<file path="src/hdl/usrs_pkg.sv">
// ----------------------------------------------------------------------------
// usrs_pkg
// Shared types and constants for the ultrasonic range sequencer.
// ----------------------------------------------------------------------------
package usrs_pkg;

  localparam int unsigned RegW       = 16;
  localparam int unsigned CfgIdxW    = 3;
  // range_cm = width * 1130 >> 16, roughly width * 0.01724
  localparam int unsigned RangeScale = 1130;
  localparam int unsigned RangeShift = 16;
  localparam logic [RegW-1:0] RangeSat  = 16'hFFFE;
  localparam logic [RegW-1:0] RangeNone = 16'hFFFF;

  typedef enum logic [2:0] {
    PH_HOLDOFF = 3'd0,
    PH_TRIGGER = 3'd1,
    PH_WAIT    = 3'd2,
    PH_MEASURE = 3'd3
  } phase_e;

  typedef enum logic [CfgIdxW-1:0] {
    REG_HOLDOFF      = 3'd0,
    REG_TRIGGER      = 3'd1,
    REG_ECHO_DELAY   = 3'd2,
    REG_ECHO_TIMEOUT = 3'd3,
    REG_NEAR         = 3'd4
  } reg_idx_e;

  typedef struct packed {
    logic [RegW-1:0] holdoff_us;
    logic [RegW-1:0] trigger_us;
    logic [RegW-1:0] echo_delay_us;
    logic [RegW-1:0] echo_timeout_us;
    logic [RegW-1:0] near_cm;
  } cfg_t;

  typedef struct packed {
    logic            pin_drive;
    logic            range_valid;
    logic [RegW-1:0] range_cm;
    logic            near_flag;
  } result_t;

  // a zero period behaves as one tick
  function automatic logic [RegW-1:0] at_least_one(input logic [RegW-1:0] v);
    return (v == '0) ? RegW'(1) : v;
  endfunction

endpackage

</file>
<file path="src/hdl/usrs_step.sv">
// ----------------------------------------------------------------------------
// usrs_step
// One tick of the ranging sequence: next phase, timer and result.
// ----------------------------------------------------------------------------
module usrs_step #(
  parameter int unsigned TIMER_WIDTH = 20
) (
  input  usrs_pkg::phase_e          phase_i,
  input  logic [TIMER_WIDTH-1:0]    timer_i,
  input  logic                      near_i,
  input  usrs_pkg::cfg_t            cfg_i,
  input  logic                      echo_i,
  output usrs_pkg::phase_e          phase_o,
  output logic [TIMER_WIDTH-1:0]    timer_o,
  output logic                      near_o,
  output usrs_pkg::result_t         result_o
);
  import usrs_pkg::*;

  // wide enough for the product and for a 16 bit slice above the shift
  localparam int unsigned PW = TIMER_WIDTH + 17;
  localparam logic [TIMER_WIDTH-1:0] TimerMax = '1;

  logic [TIMER_WIDTH-1:0] timer_inc;
  logic [PW-1:0]          prod;
  logic                   range_sat;
  logic [RegW-1:0]        range_meas;

  assign timer_inc  = (timer_i == TimerMax) ? timer_i : timer_i + 1'b1;
  assign prod       = PW'(timer_i) * PW'(RangeScale);
  assign range_sat  = (prod >> RangeShift) > PW'(RangeSat);
  assign range_meas = range_sat ? RangeSat : prod[RangeShift +: RegW];

  always_comb begin
    phase_o              = phase_i;
    timer_o              = timer_i;
    near_o               = near_i;
    result_o.pin_drive   = 1'b0;
    result_o.range_valid = 1'b0;
    result_o.range_cm    = '0;
    case (phase_i)
      PH_TRIGGER: begin
        result_o.pin_drive = 1'b1;
        if (timer_inc >= TIMER_WIDTH'(at_least_one(cfg_i.trigger_us))) begin
          phase_o = PH_WAIT;
          timer_o = '0;
        end else begin
          timer_o = timer_inc;
        end
      end
      PH_WAIT: begin
        if (echo_i && (timer_i >= TIMER_WIDTH'(cfg_i.echo_delay_us))) begin
          // accepting tick is the first tick of the pulse
          phase_o = PH_MEASURE;
          timer_o = TIMER_WIDTH'(1);
        end else if (timer_inc >= TIMER_WIDTH'(at_least_one(cfg_i.echo_timeout_us))) begin
          result_o.range_valid = 1'b1;
          result_o.range_cm    = RangeNone;
          phase_o              = PH_HOLDOFF;
          timer_o              = '0;
        end else begin
          timer_o = timer_inc;
        end
      end
      PH_MEASURE: begin
        if (echo_i) begin
          timer_o = timer_inc;
        end else begin
          result_o.range_valid = 1'b1;
          result_o.range_cm    = range_meas;
          near_o               = range_meas < cfg_i.near_cm;
          phase_o              = PH_HOLDOFF;
          timer_o              = '0;
        end
      end
      default: begin
        // hold-off, and any code without meaning
        phase_o = PH_HOLDOFF;
        if (timer_inc >= TIMER_WIDTH'(at_least_one(cfg_i.holdoff_us))) begin
          phase_o = PH_TRIGGER;
          timer_o = '0;
        end else begin
          timer_o = timer_inc;
        end
      end
    endcase
    result_o.near_flag = near_o;
  end

endmodule

</file>
<file path="src/hdl/ultrasonic_range_sequencer_core.sv">
// ----------------------------------------------------------------------------
// ultrasonic_range_sequencer_core
// Single-pin ultrasonic ranger: hold-off, trigger pulse, echo wait with
// timeout, and echo pulse timing with range and near flag reporting.
// ----------------------------------------------------------------------------
//
//  channel | direction | beat contents
//  --------+-----------+--------------------------------------------------------
//  in      | sink      | echo_level (pin sample for one microsecond tick)
//  out     | source    | pin_drive_enable, pin_drive_level, range_valid,
//          |           | range_cm, near_flag
//  cfg     | sink      | register index (0..4) and 16 bit write data
//
//  one input beat per cycle is sustained while the output side is not stalled; each
//  accepted beat yields exactly one output beat through the output register
//  the rate is set by the single registered tick step (timer, phase, range
//  multiply by a constant) between the sequencer state and the output register
//  reset clears the sequencer to hold-off with the timer at zero and the
//  registers to their defaults; no clearing pass is needed
//  when the output stalls, a skid register takes one more beat, after which
//  in_ready_o drops until the output side drains
//  the cfg channel is always ready; writes are expected only while idle
//
module ultrasonic_range_sequencer_core #(
  parameter int unsigned TIMER_WIDTH = 20
) (
  input  logic                         clk_i,
  input  logic                         rst_ni,
  // input beat
  input  logic                         in_valid_i,
  output logic                         in_ready_o,
  input  logic                         echo_level_i,
  // output beat
  output logic                         out_valid_o,
  input  logic                         out_ready_i,
  output logic                         pin_drive_enable_o,
  output logic                         pin_drive_level_o,
  output logic                         range_valid_o,
  output logic [usrs_pkg::RegW-1:0]    range_cm_o,
  output logic                         near_flag_o,
  // register writes
  input  logic                         cfg_valid_i,
  output logic                         cfg_ready_o,
  input  logic [usrs_pkg::CfgIdxW-1:0] cfg_index_i,
  input  logic [usrs_pkg::RegW-1:0]    cfg_data_i
);
  import usrs_pkg::*;

  // configuration registers
  cfg_t cfg_q;

  // sequencer state
  phase_e                 phase_q, phase_d;
  logic [TIMER_WIDTH-1:0] timer_q, timer_d;
  logic                   near_q, near_d;

  // output register and skid register
  result_t out_q, skid_q, step_res;
  logic    out_valid_q, skid_valid_q;

  logic in_accept;
  logic out_free;

  assign cfg_ready_o = 1'b1;

  // register writes, unknown indexes dropped
  always_ff @(posedge clk_i or negedge rst_ni) begin
    if (!rst_ni) begin
      cfg_q.holdoff_us      <= 16'd200;
      cfg_q.trigger_us      <= 16'd5;
      cfg_q.echo_delay_us   <= 16'd50;
      cfg_q.echo_timeout_us <= 16'd30000;
      cfg_q.near_cm         <= 16'd39;
    end else if (cfg_valid_i) begin
      case (cfg_index_i)
        REG_HOLDOFF:      cfg_q.holdoff_us      <= cfg_data_i;
        REG_TRIGGER:      cfg_q.trigger_us      <= cfg_data_i;
        REG_ECHO_DELAY:   cfg_q.echo_delay_us   <= cfg_data_i;
        REG_ECHO_TIMEOUT: cfg_q.echo_timeout_us <= cfg_data_i;
        REG_NEAR:         cfg_q.near_cm         <= cfg_data_i;
        default: begin
        end
      endcase
    end
  end

  // one tick of the sequence per accepted beat
  usrs_step #(
    .TIMER_WIDTH (TIMER_WIDTH)
  ) u_step (
    .phase_i  (phase_q),
    .timer_i  (timer_q),
    .near_i   (near_q),
    .cfg_i    (cfg_q),
    .echo_i   (echo_level_i),
    .phase_o  (phase_d),
    .timer_o  (timer_d),
    .near_o   (near_d),
    .result_o (step_res)
  );

  // accept whenever the skid slot is empty
  assign in_ready_o = ~skid_valid_q;
  assign in_accept  = in_valid_i & in_ready_o;
  assign out_free   = ~out_valid_q | out_ready_i;

  always_ff @(posedge clk_i or negedge rst_ni) begin
    if (!rst_ni) begin
      phase_q <= PH_HOLDOFF;
      timer_q <= '0;
      near_q  <= 1'b0;
    end else if (in_accept) begin
      phase_q <= phase_d;
      timer_q <= timer_d;
      near_q  <= near_d;
    end
  end

  // output valid bits
  always_ff @(posedge clk_i or negedge rst_ni) begin
    if (!rst_ni) begin
      out_valid_q  <= 1'b0;
      skid_valid_q <= 1'b0;
    end else if (out_free) begin
      // skid drains first; no beat is accepted while it is full
      out_valid_q  <= skid_valid_q | in_accept;
      skid_valid_q <= 1'b0;
    end else if (in_accept) begin
      skid_valid_q <= 1'b1;
    end
  end

  // output payload, no reset needed
  always_ff @(posedge clk_i) begin
    if (out_free) begin
      if (skid_valid_q) begin
        out_q <= skid_q;
      end else if (in_accept) begin
        out_q <= step_res;
      end
    end else if (in_accept) begin
      skid_q <= step_res;
    end
  end

  assign out_valid_o        = out_valid_q;
  assign pin_drive_enable_o = out_q.pin_drive;
  assign pin_drive_level_o  = out_q.pin_drive;
  assign range_valid_o      = out_q.range_valid;
  assign range_cm_o         = out_q.range_cm;
  assign near_flag_o        = out_q.near_flag;

endmodule

</file>
<file path="config.mk">
export PLATFORM = sky130hd
export DESIGN_NAME = ultrasonic_range_sequencer_core
export DESIGN_NICKNAME = d
export VERILOG_FILES = /design/src/hdl/usrs_pkg.sv /design/src/hdl/usrs_step.sv /design/src/hdl/ultrasonic_range_sequencer_core.sv
export SDC_FILE = /design/constraint.sdc
export NUM_CORES = 1
export LEC_CHECK = 0
export ABC_AREA = 0
export BUFFER_PORTS_ARGS = -buffer_cell sky130_fd_sc_hd__buf_2
export CAP_MARGIN = 20
export CORE_AREA = 2 2 156 158
export CTS_CLUSTER_SIZE = 28
export DETAILED_ROUTE_END_ITERATION = 6
export DIE_AREA = 0 0 158 160
export GPL_TIMING_DRIVEN = 0
export PLACE_DENSITY = 0.66
export SETUP_SLACK_MARGIN = 0.1
export SKIP_LAST_GASP = 1
export SLEW_MARGIN = 5
export SYNTH_ARGS = -nofsm -noshare
export SYNTH_HDL_FRONTEND = slang
export SYNTH_SLANG_ARGS = --single-unit
</file>
<file path="constraint.sdc">
create_clock -name clk_i -period 5.1 [get_ports clk_i]
set_input_delay 0.765 -clock clk_i [delete_from_list [all_inputs] [get_ports clk_i]]
set_output_delay 0.765 -clock clk_i [all_outputs]
set_load 0.01 [all_outputs]
</file>
==> results.py, run 1 <==
metrics = {
    "synth": {
        "synth_edf_count": 38,
        "synth_top_area_share_pct": 20.0,
        "syn_area_per_cell_um2": 9.69,
        "synth_area_leaders": "ha_1 (20%), dfrtp_1 (19%), edfxtp_1 (10%)",
        "netlist_instances": 1174,
        "synth_seq_cells": 143,
        "yosys_warnings": 0,
        "synth.distinct_cells": 81,
        "synth.net_count": 1426,
        "ys_seq_area_share_pct": 33.3,
        "mappedNetlistArea_um2": 11400,
        "ys_async_sr_fraction_pct": 73.4,
        "yosys.area.top_type": "ha_1",
        "synth_flop_cell": "dfrtp_1",
    },
    "setup_path": {
        "cpMaxStageDelayCell": "fa_1",
        "rr_worst_depth": 26,
        "worst-path-buf-inv": 4,
        "critical_path.startpoint_type": "register",
        "path_class": "register to register",
        "cp_max_fo": 5,
        "crit_family": "adder cells",
        "crit_path_end_kind": "register",
        "worstPathRequired_ps": 5360,
        "critical_path.max_stage_delay_ps": 530,
        "cp.depth": 26,
        "worst_ep_arrival_time_ps": 6100,
    },
    "detailed_routing": {
        "ant_nets": 0,
        "wl_per_cell_um": 18.6,
        "avgViaCountPerCell": 5.54,
        "route.detailed.drc": 0,
        "first_pass_iters": 5,
        "vias": 8995,
        "drt_iter0_markers": 576,
        "routed_wl_mm": 30.2,
    },
    "outcome": {
        "failed_checks": "setup timing",
        "run_status": "finished, violations left",
    },
    "die": {
        "ios": 48,
        "die_h_um": 160,
        "coreArea_um2": 23800,
        "fp-row-count": 57,
        "dieArea_um2": 25300,
        "fp.dieW_um": 158,
        "initial_core_util_pct": 47.8,
    },
    "global_route": {
        "grt_pass1_vias": 8779,
        "grt_use_total_pct": 24.6,
        "groute.layer.met2.usage_pct": 41.1,
        "antenna_found_initial": 0,
        "use_met3_pct": 3.12,
        "grt_pass1_wl_mm": 47.6,
        "globalRouteOverflowTotal": 0,
        "met1_usage_pct": 33.3,
        "grt_max_degree": 61,
        "top_usage_layer": "met2",
    },
    "sta": {
        "post-route-period-util_pct": 115,
        "fin_crit_ps": 5850,
        "skew_ps": 9.73,
        "worst_pin_slew_ps": 948,
        "slew_viol_final": 0,
        "layout_setup_ws_ps": -746,
        "fmax_mhz": 171,
        "relSlewSlack_pct": 35.9,
        "setup_violations": 3,
        "hold_viol": 0,
        "rsz0062_at_grt": "true",
    },
    "layout": {
        "nNetsFinal": 1538,
        "layout.cells.non_filler": 1623,
        "fin_util_pct": 57.2,
        "num_antenna_cells": 0,
        "area_delta_synth_final_pct": 19.8,
        "drive_above_1_share_pct": 22.1,
    },
    "cts": {
        "cts_tree": "yes",
        "cts_buffers": 17,
        "cts.sinks": 143,
        "cts_hold_buf": 0,
        "root_buffer": "clkbuf_16",
        "htree_levels": 4,
        "ctsLongestPathBuffers": 2,
        "clk_pin_slew_ps": 60,
        "clk_latency_ps": 420,
    },
    "power_and_ir_drop": {
        "power_leakage_uw": 0.00670,
        "ir_worst_vdd_uv": 208,
        "power_density_nw_per_um2": 371,
    },
    "placement": {
        "dp_cells": 1546,
        "io_buffers": 46,
        "dp_slack_ps": -1080,
        "gp_congestion": 0.846,
        "hpwl_mm": 23.5,
    },
    "hold_path": {
        "hold_class": "primary input to asynchronous set/reset pin",
    },
    "flow_run": {
        "drv_cap": 0,
    },
}
[cells in the final DEF, fill, tap and decap left out, types with 14 or more instances in the layout]
| master | count |
|---|---|
| mux2_2 | 25 |
| buf_4 | 48 |
| a21o_1 | 25 |
| dfstp_2 | 19 |
| nor3_1 | 14 |
| xnor2_1 | 17 |
| nand2_1 | 137 |
| dfrtp_2 | 20 |
| ha_1 | 151 |
| clkbuf_16 | 18 |
| fa_1 | 42 |
| ha_4 | 28 |
| edfxtp_1 | 38 |
| clkbuf_1 | 27 |
| dfrtp_1 | 66 |
| o21ai_0 | 96 |
| buf_2 | 47 |
| nor2_1 | 25 |
| inv_1 | 188 |
| a21oi_1 | 28 |
[layout make-up]
type	count	area, um^2
inverters	192	721
multi-input cells	808	7340
repair buffers	93	613
fillers	2108	10200
clock buffers	20	458
well taps	324	405
plain buffers	31	145
clock inverters	12	135
flip-flops and latches	143	3820
[through the flow]
step	power (uW)	hold WS, ps	TNS (ps)	area, um^2
final	5060	355	-1920	13600
after global routing	5440	411	-2510	13600
after CTS	5000	378	-1890	13500
after detailed placement	3640	489	-2850	12400
after global placement	3540	486	-2800	12400
after floorplan	3020	467	-417	11700
[logic make-up (layout without fill, tap and decap cells)]
logic type / Yosys count / in the layout / synth area share, %
xor gates and xnor gates: 32 / 32 / 2.46
AOI/OAI and AO/OA: 249 / 249 / 14.2
muxes: 25 / 25 / 2.47
adders and majority gates: 227 / 227 / 27.9
buffers and inverters: 223 / 348 / 7.51
and+or+nand+nor: 274 / 274 / 12.1
other: 1 / 1 / 0.0330
DFF: 143 / 143 / 33.3
[power breakdown]
group	internal (uW)	switching, uW
logic	960	1320
registers	1400	128
clock network	751	502
[synthesized netlist by cell type (6+ instances only)]
cell        n
xor2_1      8
a211oi_1    8
dfrtp_1    86
o211ai_1    8
o21ai_0   100
nor4_1     11
dfstp_2    19
ha_1      182
nand4_1    12
a22o_1      7
edfxtp_1   38
inv_1     191
nand2b_1    9
fa_1       45
clkbuf_1   26
a21oi_1    36
nor2_1     28
nand2_1   139
mux2_2     25
and4_1      6
xnor2_1    24
nor3_1     14
a21o_1     25
nand3_1    11
a31oi_1     6
[worst paths after layout]
path | slack [ps] | start | to
min | 350 | rst_ni | cfg_q[10]
max | -750 | timer_q[5] | near_flag_o
min in group clk_i | 510 | near_q | near_q
min reg2reg | 510 | near_q | near_q
max reg2reg | -750 | timer_q[5] | near_flag_o
max in group asynchronous | 3970 | rst_ni | cfg_q[33]
[timing repair]
item                                    4_1_cts  5_1_grt
gates cloned                                  0        0
gates resized for setup                      33       21
pin swaps                                    25       20
endpoints found under the setup margin       22       50
setup buffers                                37        8
[flip-flops by register name, indices dropped and copies added, names as in the netlist]
name                flops
range_cm_o             16
phase_q                 2
range_valid_o           1
skid_valid_q            1
near_q                  1
out_valid_o             1
skid_q                 19
cfg_q                  80
pin_drive_enable_o      1
near_flag_o             1
timer_q                20
[layer usage]
layer | wire, um | share of wire, %
met4 | 779 | 2.6
met5 | 0 | 0
met2 | 15000 | 49
met3 | 1330 | 4.4
met1 | 13200 | 44
(Power assumes the default switching activity.)
==> run 2: changes to the inputs <==
- CELL_PAD_IN_SITES_DETAIL_PLACEMENT: not set -> 0
- CELL_PAD_IN_SITES_GLOBAL_PLACEMENT: not set -> 1
- CORE_AREA: 2 2 156 158 -> 2 2 163 165
- DIE_AREA: 0 0 158 160 -> 0 0 165 167
- PLACE_DENSITY: 0.66 -> 0.75
==> run 2 against run 1 <==
The flow still finishes with violations (setup timing). Register-to-register slack worse by 20 ps. Sequential share of layout area is 0.25 points lower. Critical path depth stayed put.
==> results.py, run 2 (synthesis results as in run 1) <==
metrics = {
    "outcome": {
        "run_status": "finished, violations left",
        "failed_checks": "setup timing",
    },
    "global_route": {
        "antenna_found_initial": 1,
        "grt_max_degree": 83,
        "grt_pass1_vias": 8783,
        "globalRouteOverflowTotal": 0,
        "grt_pass1_wl_mm": 48.9,
        "grt_use_total_pct": 23.3,
    },
    "setup_path": {
        "crit_path_end_kind": "register",
        "cp_max_fo": 5,
        "worstPathRequired_ps": 5350,
        "critical_path.startpoint_type": "register",
        "crit_start": "timer_q[5]",
        "crit_end": "near_flag_o",
        "r2r_setup_slack_ps": -760,
        "r2r-end": "near_flag_o",
        "rr_worst_depth": 26,
        "path_class": "register to register",
        "worst_ep_arrival_time_ps": 6120,
        "r2r_start": "timer_q[5]",
    },
    "detailed_routing": {
        "avgViaCountPerCell": 5.40,
        "routed_wl_mm": 30.9,
        "first_pass_iters": 5,
        "drt_iter0_markers": 520,
        "vias": 8886,
        "wl_per_cell_um": 18.8,
        "route.detailed.drc": 0,
        "ant_nets": 0,
    },
    "layout": {
        "nNetsFinal": 1549,
        "stdcell_area_um2": 13800,
        "largest_register_ffs": 80,
        "num_antenna_cells": 0,
        "layout.cells.non_filler": 1645,
        "mostFrequentLayoutCell": "inv_1",
        "regMostFlops": "cfg_q",
        "reg.largest.list": "cfg_q (80), timer_q (20), skid_q (19)",
        "drive_above_1_share_pct": 23.3,
        "area_delta_synth_final_pct": 20.9,
        "final_cell_mix": "inv_1 (182), ha_1 (150), nand2_1 (137), o21ai_0 (96), dfrtp_1 (66)",
    },
    "die": {
        "fp-row-count": 59,
        "initial_core_util_pct": 44.2,
        "fp.dieW_um": 165,
        "coreArea_um2": 25800,
        "die_h_um": 167,
        "dieArea_um2": 27600,
        "ios": 48,
    },
    "sta": {
        "skew_ps": 12.4,
        "fin_crit_ps": 5860,
        "rsz0062_at_grt": "true",
        "post-route-period-util_pct": 115,
        "hold_viol": 0,
        "layout_setup_ws_ps": -764,
        "worst_pin_slew_ps": 929,
        "fmax_mhz": 171,
        "setup_violations": 3,
        "slew_viol_final": 0,
        "relSlewSlack_pct": 37.6,
    },
    "flow_run": {
        "drv_cap": 0,
    },
    "cts": {
        "root_buffer": "clkbuf_16",
        "cts_buffers": 17,
        "cts.sinks": 143,
        "cts_tree": "yes",
        "clk_latency_ps": 420,
        "ctsLongestPathBuffers": 2,
        "clk_pin_slew_ps": 60,
        "htree_levels": 4,
    },
    "placement": {
        "gp_congestion": 0.848,
        "place_area_um2": 12400,
        "hpwl_mm": 24.1,
        "dp_cells": 1557,
        "io_buffers": 46,
    },
    "power_and_ir_drop": {
        "power_density_nw_per_um2": 370,
        "ir_worst_vdd_uv": 200,
        "power_leakage_uw": 0.00677,
    },
    "hold_path": {
        "hold_class": "primary input to asynchronous set/reset pin",
    },
}
## run 2: changes by cell type in the layout (fill, tap and decap cells not counted), moves of 3 or more
cell / previous run / this run
buf_4: 48 / 57
inv_2: 4 / 9
inv_1: 188 / 182
buf_6: 1 / 4
clkinv_2: 2 / 5
## run 2: worst min path at each step
stage / startpoint / depth (start not counted) / slack (ps) / endpoint
2_1_floorplan: rst_ni / 0 / 470 / cfg_q[10]
3_3_place_gp: near_q / 2 / 490 / near_q
3_5_place_dp: near_q / 2 / 490 / near_q
4_1_cts: rst_ni / 1 / 200 / cfg_q[11]
5_1_grt: rst_ni / 1 / 190 / cfg_q[11]
6_report: rst_ni / 1 / 200 / cfg_q[14]
## run 2: repair_timing
action	4_1_cts	5_1_grt
buffers inserted	35	22
hold buffers	0	0
setup endpoints to repair	44	41
pin swaps	27	31
gates resized for setup	30	36
## run 2: stage by stage
step                utilization (%)  setup slack [ps]  total power [uW]  hold slack [ps]  setup TNS, ps
CTS                            52.1              -808              4970              197          -2050
global placement               48.0             -1140              3560              487          -3180
global route                   53.4              -961              5470              195          -2640
finish                         53.4              -764              5090              197          -2040
detailed placement             48.2             -1090              3630              493          -3400
floorplan                         -              -226              3020              467           -417
## run 2: area by class of cell
type,count,area [um^2]
tap,335,419
multi-input combinational,808,7360
sequential,143,3820
clock inverter,12,143
timing repair buffer,104,699
fill,2352,12000
buffer,31,146
inverter,192,724
clock buffer,20,447
## run 2: critical path, stage by stage (launching register included)
cell and delay (ps):
dfrtp_2 470, ha_4 270, ha_4 250, inv_2 30, fa_1 480, inv_2 40
fa_1 480, inv_2 40, fa_1 480, inv_2 40, ha_4 270, nand2_2 40
a211o_1 260, a21oi_2 190, o211a_1 270, o21a_4 200, a31oi_4 130, xnor2_2 260
ha_1 290, a21o_1 170, a21o_1 180, a21oi_2 130, o22ai_2 100, nor2_1 130
o31a_1 200, o21ai_2 70, a31oi_1 220
## run 2: metal layers
metal  wire length, um  global-route usage, %  part of all wire [%]
met4               722                   6.99                   2.3
met3              1210                   4.11                   3.9
met1             14300                   32.2                    46
met2             14700                   37.4                    48
met5                10                      0                 0.032
## run 2: report_power, final
part / switching [uW] / total, uW / internal [uW]
combinational: 1320 / 2290 / 970
sequential: 129 / 1530 / 1400
clock: 493 / 1270 / 777
